===== src/dcb_pkg.sv =====
// Shared constants, payload types and controller/datapath interface types for the coverage map.
`default_nettype none

package dcb_pkg;

	// Grid storage: one RAM word per row, one bit per column
	localparam int MAX_ROWS     = 256;
	localparam int MAX_COLS     = 256;
	localparam int ROW_W        = $clog2(MAX_ROWS);
	localparam int COL_W        = $clog2(MAX_COLS);

	// Field and register widths
	localparam int OP_W         = 2;
	localparam int GRID_W       = 9;
	localparam int RAD_W        = 6;
	localparam int RADIUS_EXTRA = 2;
	localparam int R_W          = 7;               // effective radius, up to 65
	localparam int RR_W         = 13;              // squared radius, up to 4225
	localparam int DIST_W       = RR_W + 1;        // sum of two squares
	localparam int COORD_W      = ROW_W + 2;       // signed row/column with margin
	localparam int CFG_IDX_W    = 2;
	localparam int CFG_DATA_W   = 9;

	// Operation codes
	localparam logic [OP_W-1:0] OP_CLEAR = 2'd0;
	localparam logic [OP_W-1:0] OP_STAMP = 2'd1;
	localparam logic [OP_W-1:0] OP_CHECK = 2'd2;

	// Register indexes
	localparam logic [CFG_IDX_W-1:0] CFG_GRID_ROWS = 2'd0;
	localparam logic [CFG_IDX_W-1:0] CFG_GRID_COLS = 2'd1;
	localparam logic [CFG_IDX_W-1:0] CFG_RADIUS    = 2'd2;

	typedef struct packed {
		logic [OP_W-1:0]  op;
		logic [ROW_W-1:0] point_row;
		logic [COL_W-1:0] point_col;
	} in_item_t;

	typedef struct packed {
		logic cell_covered;
		logic all_covered;
	} out_item_t;

	// Controller to datapath
	typedef struct packed {
		logic load;      // latch point, reset the walk counters
		logic clear;     // drop all rows, set the flag
		logic w_dec;     // shrink the half width by one
		logic d_adv;     // move to the next row distance
		logic side_set;  // switch to the row below the point
		logic row_rd;    // read the current stamp row
		logic row_wr;    // write back the merged stamp row
		logic chk_rd;    // read the checked row
		logic chk_out;   // present the check result
	} cmd_t;

	// Datapath to controller
	typedef struct packed {
		logic shrink;     // half width still too large for this row
		logic row_ok;     // current stamp row lies in the grid
		logic side_done;  // no further row left at this distance
		logic d_last;     // this distance is the outermost one
	} sts_t;

endpackage

`default_nettype wire


===== src/dcb_ctrl.sv =====
// Controller state machine: sequences clear, stamp row walk and check.
`default_nettype none

module dcb_ctrl (
	input  wire logic                        clk,
	input  wire logic                        arst_n,
	input  wire logic                        start,
	input  wire logic [dcb_pkg::OP_W-1:0]    op,
	input  wire dcb_pkg::sts_t               sts,
	output logic                             busy,
	output dcb_pkg::cmd_t                    cmd
);

	typedef enum logic [5:0] {
		S_IDLE    = 6'b000001,
		S_SHRINK  = 6'b000010,
		S_ROW_RD  = 6'b000100,
		S_ROW_WR  = 6'b001000,
		S_CHK_RD  = 6'b010000,
		S_CHK_OUT = 6'b100000
	} state_t;

	state_t state_q;
	state_t state_d;

	always_comb begin
		cmd     = '0;
		state_d = state_q;
		unique case (state_q)
			S_IDLE: begin
				if (start) begin
					unique case (op)
						dcb_pkg::OP_CLEAR: begin
							cmd.clear = 1'b1;
						end
						dcb_pkg::OP_STAMP: begin
							cmd.load = 1'b1;
							state_d  = S_SHRINK;
						end
						dcb_pkg::OP_CHECK: begin
							cmd.load = 1'b1;
							state_d  = S_CHK_RD;
						end
						default: ;
					endcase
				end
			end
			S_SHRINK: begin
				if (sts.shrink) begin
					cmd.w_dec = 1'b1;
				end else begin
					state_d = S_ROW_RD;
				end
			end
			S_ROW_RD: begin
				if (sts.row_ok) begin
					cmd.row_rd = 1'b1;
					state_d    = S_ROW_WR;
				end else if (!sts.side_done) begin
					cmd.side_set = 1'b1;
				end else if (sts.d_last) begin
					state_d = S_IDLE;
				end else begin
					cmd.d_adv = 1'b1;
					state_d   = S_SHRINK;
				end
			end
			S_ROW_WR: begin
				cmd.row_wr = 1'b1;
				if (!sts.side_done) begin
					cmd.side_set = 1'b1;
					state_d      = S_ROW_RD;
				end else if (sts.d_last) begin
					state_d = S_IDLE;
				end else begin
					cmd.d_adv = 1'b1;
					state_d   = S_SHRINK;
				end
			end
			S_CHK_RD: begin
				cmd.chk_rd = 1'b1;
				state_d    = S_CHK_OUT;
			end
			S_CHK_OUT: begin
				cmd.chk_out = 1'b1;
				state_d     = S_IDLE;
			end
			default: begin
				state_d = S_IDLE;
			end
		endcase
	end

	always_ff @(posedge clk or negedge arst_n) begin
		if (!arst_n) begin
			state_q <= S_IDLE;
		end else begin
			state_q <= state_d;
		end
	end

	assign busy = (state_q != S_IDLE);

endmodule

`default_nettype wire


===== config.mk =====
export PLATFORM = sky130hd
export DESIGN_NAME = dcb_ctrl
export DESIGN_NICKNAME = d
export VERILOG_FILES = /design/src/dcb_pkg.sv /design/src/dcb_ctrl.sv
export SDC_FILE = /design/constraint.sdc
export NUM_CORES = 1
export LEC_CHECK = 0
export ABC_AREA = 1
export BUFFER_PORTS_ARGS = -buffer_cell sky130_fd_sc_hd__buf_2
export CORE_AREA = 2 2 39 41
export CTS_CLUSTER_DIAMETER = 120
export DETAILED_ROUTE_END_ITERATION = 16
export DIE_AREA = 0 0 41 43
export PLACE_DENSITY = 0.64
export SLEW_MARGIN = 0
export SYNTH_ARGS = -nofsm -noshare
export SYNTH_HDL_FRONTEND = slang
export SYNTH_SLANG_ARGS = --single-unit

===== constraint.sdc =====
create_clock -name clk -period 1.9 [get_ports clk]
set_input_delay 0.38 -clock clk [delete_from_list [all_inputs] [get_ports clk]]
set_output_delay 0.38 -clock clk [all_outputs]
set_load 0.005 [all_outputs]

==> results.json, run 1 <==
{
  "max_cap_viol_count": 0,
  "p_leak_nw": 0.405,
  "r2r_slack_ns": 0.59,
  "cp_slowest_cell": "dfrtp_1",
  "hp-class": "primary input to flop",
  "fin_util_pct": 48.1,
  "setup_violations": 0,
  "root_buffer": "clkbuf_4",
  "clk-insertion-delay-late_ns": 0.24,
  "first_iter_violations": 10,
  "vias_per_cell": 4.58,
  "avgSynthCellArea_um2": 6.67,
  "worstSetupPathType": "flop to primary output",
  "final_cell_mix": "buf_2, nor2_1, nand2_1",
  "dp_hpwl_um": 978,
  "rows": 14,
  "endpoint": "cmd[4]",
  "grt_start_max_net_pins": 7,
  "drc": 0,
  "worstPathRequired_ns": 1.52,
  "wirelength_um": 1100,
  "fmax_mhz": 577,
  "grt_pass1_vias": 514,
  "min_period_ns": 1.73,
  "top_regs": "state_q: 6 flops",
  "io_buffers": 18,
  "yosys.area.top_type": "dfrtp_1",
  "critPathTopFamily": "flip-flops",
  "cp.depth": 6,
  "overflow": 0,
  "n_antenna_cell": 0,
  "yosysWarnings": 0,
  "syn_area_um2": 527,
  "io_pins": 19,
  "ant_nets": 0,
  "status": "finished, final reports clean",
  "slew_headroom_pct": 84.0,
  "netlist_instances": 79,
  "dieWidth_um": 41,
  "die_area_um2": 1760,
  "fin_crit_sh_pct": 91.2,
  "whs_ns": 0.387,
  "cts_tree": "built",
  "critPathBufInv": 2,
  "htreeDepth": 1,
  "die_height_um": 43,
  "yosys.area.top_type_share_pct": 23.8,
  "area_growth_pct": 26.4,
  "synth-seq-cells": 6,
  "syn-num-nets": 90,
  "gp_congestion": 0.841,
  "drtPass1Iterations": 4,
  "vias": 536,
  "wl_per_cell_um": 9.43,
  "regToRegStartpoint": "state_q[0]",
  "fin_worst_skew_ns": 0.00792,
  "yosysSeqAreaShare_pct": 28.7,
  "worstSetupStartpoint": "state_q[1]",
  "r2r.worst_path.cells": 9,
  "design.core.area_um2": 1380,
  "tns_ns": 0,
  "finalNetCount": 113,
  "crit_chain": "nor2_2 -> nand2_1 -> inv_2 -> nand3_1 -> o21ai_0 -> buf_2",
  "cp-start-kind": "flop",
  "layout-drive-gt1-share_pct": 39.6,
  "track_usage_pct": 15.3,
  "tightestPinTransition_ns": 0.240,
  "cts_sinks": 6,
  "largest-register": "state_q",
  "path_max_fanout": 5,
  "largest_register_ffs": 6,
  "finalHoldViolations": 0,
  "synthDistinctLibCells": 20,
  "final_common_cell": "buf_2",
  "max_stage_delay_ns": 0.41,
  "vdd_ir_drop_max_v": 0.000479,
  "p_total_mw": 0.743,
  "arrival_ns": 1.35,
  "clkSlewWorstSetupHoldPaths_ns": 0.05,
  "grt_first_pass_wirelength_um": 1870,
  "rsz0062_at_grt": "false",
  "slew_viol_final": 0,
  "endpoint_kind": "primary output",
  "cts_buffer_depth": 2,
  "initial_core_util_pct": 38.1,
  "rr_endpoint": "state_q[1]",
  "power_density_nw_per_um2": 1120,
  "ys_top_cells_by_area": "dfrtp_1, nor2_1, nand2_1",
  "antenna_found_initial": 0,
  "cts_made_buffers": 3
}
-- final cells by class --
class                      count  area [um^2]
tap                           16         20.0
multi-input combinational     56          308
fill                         142          718
sequential                     6          151
clock buffer                   4         26.3
timing repair buffer          19          100
inverter                      16         60.1
-- synthesized netlist by cell type --
| library cell | number |
|---|---|
| nand3_2 | 3 |
| ha_1 | 2 |
| nand3_1 | 5 |
| inv_2 | 5 |
| nand4_1 | 1 |
| inv_1 | 11 |
| nand2_2 | 4 |
| nand2_1 | 13 |
| a21oi_1 | 1 |
| nor3_1 | 1 |
| buf_4 | 1 |
| nor2_1 | 15 |
| o211ai_1 | 1 |
| o21ai_1 | 3 |
| o21ai_0 | 1 |
| nor2_4 | 1 |
| dfrtp_1 | 5 |
| nor2_2 | 4 |
| nand3_4 | 1 |
| dfstp_2 | 1 |
-- metrics by stage --
| stage | cells | worst slack [ns] | instance area (um^2) |
|---|---|---|---|
| 2_1_floorplan | 79 | 0.584 | 527 |
| 3_3_place_gp | 112 | 0.427 | 629 |
| 3_5_place_dp | 112 | 0.418 | 629 |
| 4_1_cts | 117 | 0.161 | 666 |
| 5_1_grt | 117 | 0.0718 | 666 |
| 6_report | 117 | 0.166 | 666 |
-- where the power goes --
group / internal (mW) / switching [mW] / leakage (nW) / total [mW]
logic: 0.150 / 0.262 / 0.311 / 0.412
clock network: 0.0794 / 0.0446 / 0.0150 / 0.124
registers: 0.173 / 0.0340 / 0.0788 / 0.207
total: 0.402 / 0.341 / 0.405 / 0.743
-- routing by layer --
metal	share of wire [%]	track usage (%)
met1	41	19.0
met5	0	0
met2	56	24.4
met3	2.9	1.57
met4	0	8.00
-- worst min path at each step --
stage | endpoint | slack (ns) | startpoint | cells past startpoint
2_1_floorplan | state_q[1] | 0.08 | arst_n | 0
3_3_place_gp | state_q[5] | 0.21 | arst_n | 1
3_5_place_dp | state_q[5] | 0.21 | arst_n | 1
4_1_cts | state_q[1] | 0.38 | sts[3] | 3
5_1_grt | state_q[1] | 0.39 | sts[3] | 3
6_report | state_q[1] | 0.39 | sts[3] | 3
-- worst min-delay path, delay by kind of cell --
kind	cells	cell delay, ns
simple gates	2	0.14
buf+inv	1	0.09
-- cell families after synthesis --
| kind of cell | synth area share (%) |
|---|---|
| fa+ha+maj | 4.75 |
| buf+inv | 12.8 |
| flops | 28.7 |
| simple gates | 47.5 |
| compound gates | 6.17 |
-- timing repair --
action	4_1_cts	5_1_grt
hold buffers	1	0
setup endpoints to repair	0	0
gates resized for setup	0	0
setup buffers	0	0
hold endpoints to repair	5	0
Note: power is estimated with default switching activity, not from simulation.
==> inputs of run 2 (changes only) <==
Settings changed: REMOVE_ABC_BUFFERS set to 1.
==> run 2 against run 1 <==
Total power up 1.6%. Non-clock buffer count is the same. Sequential share of layout area shrank 0.17 points. Count of clock-buffer cells in the layout unchanged. Global-route usage rose by 0.91 points. First-iteration DRC count shrank 60%. Via count fell by 0.93%. Critical path type unchanged. Highest routed layer unchanged.
==> results.json, run 2 (same netlist as run 1, synthesis figures left out) <==
{
  "n_antenna_cell": 0,
  "status": "finished, final reports clean",
  "fin_area_um2": 671,
  "drtPass1Iterations": 3,
  "vias_per_cell": 4.54,
  "cts_tree": "built",
  "clkSlewWorstSetupHoldPaths_ns": 0.05,
  "nFillCells": 159,
  "largest_register_ffs": 6,
  "tns_ns": 0,
  "finalHoldViolations": 0,
  "fin_worst_skew_ns": 0.0137,
  "design.core.area_um2": 1380,
  "htreeDepth": 1,
  "cp-start-kind": "flop",
  "fin_util_pct": 48.5,
  "clk-insertion-delay-late_ns": 0.25,
  "cts_made_buffers": 3,
  "fmax_mhz": 568,
  "power_density_nw_per_um2": 1120,
  "min_period_ns": 1.76,
  "cts_sinks": 6,
  "vias": 531,
  "cts_buffer_depth": 2,
  "final_common_cell": "buf_2",
  "vdd_ir_drop_max_v": 0.000446,
  "gp_congestion": 0.850,
  "grt_first_pass_wirelength_um": 1940,
  "fin_crit_sh_pct": 92.6,
  "wirelength_um": 1060,
  "wl_per_cell_um": 9.02,
  "io_pins": 19,
  "whs_ns": 0.376,
  "endpoint_kind": "primary output",
  "path_max_fanout": 5,
  "first_iter_violations": 4,
  "worstPathRequired_ns": 1.52,
  "track_usage_pct": 16.2,
  "seqCellArea_um2": 151,
  "overflow": 0,
  "layout-drive-gt1-share_pct": 39.6,
  "p_leak_nw": 0.406,
  "multi_input_area_um2": 313,
  "antenna_found_initial": 0,
  "worstSetupPathType": "flop to primary output",
  "arrival_ns": 1.38,
  "grt_pass1_vias": 526,
  "slew_viol_final": 0,
  "drc": 0,
  "max_cap_viol_count": 0,
  "die_height_um": 43,
  "hold_depth": 3,
  "final_cell_mix": "buf_2, nor2_1, nand2_1",
  "tightestPinTransition_ns": 0.254,
  "place_area_um2": 629,
  "cts_setup_buffers": 0,
  "r2r.worst_path.cells": 9,
  "rows": 14,
  "largest-register": "state_q",
  "io_buffers": 18,
  "area_growth_pct": 27.3,
  "ant_nets": 0,
  "slew_headroom_pct": 83.0,
  "dp_hpwl_um": 931,
  "root_buffer": "clkbuf_4",
  "grt_start_max_net_pins": 7,
  "die_area_um2": 1760,
  "dieWidth_um": 41,
  "top_regs": "state_q: 6 flops",
  "rsz0062_at_grt": "false",
  "hp-class": "primary input to flop",
  "setup_violations": 0,
  "initial_core_util_pct": 38.1,
  "finalNetCount": 113
}
-- run 2: cell counts in the layout (fill, tap and decap cells not counted) --
Identical to the previous run, type by type.
-- run 2: area by class of cell --
class,count,share of cell area (%)
timing repair buffer,19,14.9
multi-input combinational,56,46.6
inverter,16,8.96
sequential,6,22.6
clock buffer,4,3.92
tap,16,2.99
-- run 2: routing by layer --
layer  vias to the layer above  wire length, um  GRT usage [%]
li1                        289                -              -
met1                       233              438           19.7
met2                         9              580           24.1
met3                         0               36           1.57
met4                         0                0           13.3
met5                         -                0              0
-- run 2: worst max-delay path, stage by stage (launching register included) --
cell and delay (ns):
dfrtp_1 0.41, nor2_4 0.21, nand2_1 0.09, inv_2 0.07, nand3_1 0.11, o21ai_0 0.11, buf_2 0.14
-- run 2: where the power goes --
group | internal (mW) | leakage (nW) | switching (mW)
sequential | 0.173 | 0.0788 | 0.0400
combinational | 0.155 | 0.312 | 0.260
clock | 0.0796 | 0.0150 | 0.0475
total | 0.407 | 0.406 | 0.347
-- run 2: per-stage QoR --
stage               power [mW]  std cells  setup WS (ns)
detailed placement       0.620        112          0.384
global placement         0.616        112          0.393
finish                   0.754        117          0.141
floorplan                0.519         78          0.584
global route             0.841        117         0.0319
CTS                      0.755        117          0.105
-- run 2: final timing paths --
kind / endpoint / startpoint / slack (ns)
max: cmd[4] / state_q[4] / 0.14
min: state_q[1] / sts[3] / 0.38
max reg2reg: state_q[1] / state_q[0] / 0.60
min reg2reg: state_q[3] / state_q[3] / 0.65
max in group asynchronous: state_q[0] / arst_n / 1.19
min in group asynchronous: state_q[2] / arst_n / 0.47
-- run 2: what timing repair did --
| action | in CTS | in global routing |
|---|---|---|
| resized for setup | 0 | 1 |
| endpoints found under the hold margin | 5 | 0 |
| setup endpoints to repair | 0 | 1 |
| hold buffers | 1 | 0 |
==> inputs of run 3 (changes only) <==
Settings changed: BUFFER_PORTS_ARGS -buffer_cell sky130_fd_sc_hd__buf_2 to -buffer_cell sky130_fd_sc_hd__clkbuf_2.
==> run 3 against run 2 <==
Utilization down 0.36 points. Combinational power about the same. Setup slack worse by 0.011 ns. Non-clock buffer count did not move. Sequential power down 3%. Highest routed layer is now met4. Critical path type unchanged. Global-route usage down 1.6 points. Clock skew rose by 0.0013 ns.
==> results.json, run 3 (same netlist as run 1, synthesis figures left out) <==
{
  "dr_wl_met2_um": 560,
  "root_buffer": "clkbuf_4",
  "cts_tree": "built",
  "dieWidth_um": 41,
  "n_antenna_cell": 0,
  "status": "finished, final reports clean",
  "slew_headroom_pct": 82.9,
  "grt_start_max_net_pins": 7,
  "drc": 0,
  "layout-drive-gt1-share_pct": 39.6,
  "cts_made_buffers": 3,
  "grt_pass1_vias": 471,
  "power_density_nw_per_um2": 1130,
  "io_buffers": 18,
  "slew_viol_final": 0,
  "track_usage_pct": 14.5,
  "cp-start-kind": "flop",
  "worstSetupPathType": "flop to primary output",
  "die_height_um": 43,
  "vdd_ir_drop_max_v": 0.000437,
  "largest_register_ffs": 6,
  "min_period_ns": 1.77,
  "io_pins": 19,
  "path_max_fanout": 5,
  "nFillCells": 144,
  "highest_layer": "met4",
  "htreeDepth": 1,
  "design.core.area_um2": 1380,
  "clk-insertion-delay-late_ns": 0.26,
  "rows": 14,
  "fin_worst_skew_ns": 0.0149,
  "whs_ns": 0.370,
  "regToRegStartpoint": "state_q[0]",
  "wl_met1_um": 469,
  "die_area_um2": 1760,
  "arrival_ns": 1.39,
  "ant_nets": 0,
  "area_growth_pct": 26.4,
  "wirelength_um": 1100,
  "antenna_found_initial": 0,
  "setup_violations": 0,
  "p_leak_nw": 0.399,
  "worstSetupStartpoint": "state_q[1]",
  "gp_congestion": 0.841,
  "max_cap_viol_count": 0,
  "fin_crit_sh_pct": 93.2,
  "overflow": 0,
  "endpoint_kind": "primary output",
  "tns_ns": 0,
  "worstPathRequired_ns": 1.52,
  "finalNetCount": 113,
  "wl_per_cell_um": 9.43,
  "first_iter_violations": 11,
  "top_regs": "state_q: 6 flops",
  "routed-wl-met3_um": 48,
  "dp_hpwl_um": 941,
  "initial_core_util_pct": 38.1,
  "grt_first_pass_wirelength_um": 1730,
  "cts_resized": 0,
  "hp-class": "primary input to flop",
  "min-delay-start": "sts[3]",
  "largest-register": "state_q",
  "cts_buffer_depth": 2,
  "vias_per_cell": 4.91,
  "final_cell_mix": "clkbuf_2, nor2_1, nand2_1",
  "fmax_mhz": 565,
  "vias": 574,
  "drtPass1Iterations": 4,
  "finalHoldViolations": 0,
  "tightestPinTransition_ns": 0.256,
  "clkSlewWorstSetupHoldPaths_ns": 0.06,
  "final_common_cell": "clkbuf_2",
  "cts_sinks": 6,
  "rsz0062_at_grt": "false"
}
## run 3: path summary, 6_finish.rpt
check | end | slack (ns) | depth (start not counted)
max in group asynchronous | state_q[0] | 1.18 | 2
hold reg to reg | state_q[3] | 0.67 | 3
setup reg to reg | state_q[1] | 0.60 | 9
min in group asynchronous | state_q[3] | 0.47 | 2
hold / removal | state_q[1] | 0.37 | 3
setup / recovery | cmd[5] | 0.13 | 6
## run 3: layout make-up
type	instances	area (um^2)	share of cell area, %
clock buffer	4	26.3	3.95
inverter	16	60.1	9.02
multi-input combinational	56	308	46.2
sequential	6	151	22.7
tap	16	20.0	3.01
timing repair buffer	19	100	15.0
## run 3: layer usage
metal  vias to the layer above  track usage (%)
met1                       262             16.1
met4                         0             12.0
met5                         -                0
met2                        21             23.1
met3                         3             1.57
li1                        288                -
## run 3: stage by stage
stage | instance area [um^2] | std cells | utilization, % | power (mW) | setup slack (ns)
2_1_floorplan | 519 | 78 | - | 0.519 | 0.584
3_3_place_gp | 629 | 112 | 45.5 | 0.618 | 0.414
3_5_place_dp | 629 | 112 | 45.5 | 0.624 | 0.393
4_1_cts | 666 | 117 | 48.1 | 0.762 | 0.121
5_1_grt | 666 | 117 | 48.1 | 0.816 | 0.0368
6_report | 666 | 117 | 48.1 | 0.753 | 0.130
## run 3: repair_timing
item / CTS / global route
hold buffers: 1 / 0
setup buffers: 0 / 0
hold endpoints to repair: 5 / 0
## run 3: worst max-delay path, cell delays in order (launching register included)
cell and delay (ns):
dfrtp_1 0.40, nor2_2 0.23, nand3_2 0.15, inv_2 0.10, nand2_2 0.06, o21ai_1 0.07
clkbuf_2 0.12
## run 3: power by group
group          internal, mW  switching, mW
Clock                0.0799         0.0526
Sequential            0.173         0.0337
Combinational         0.150          0.265
Total                 0.402          0.351
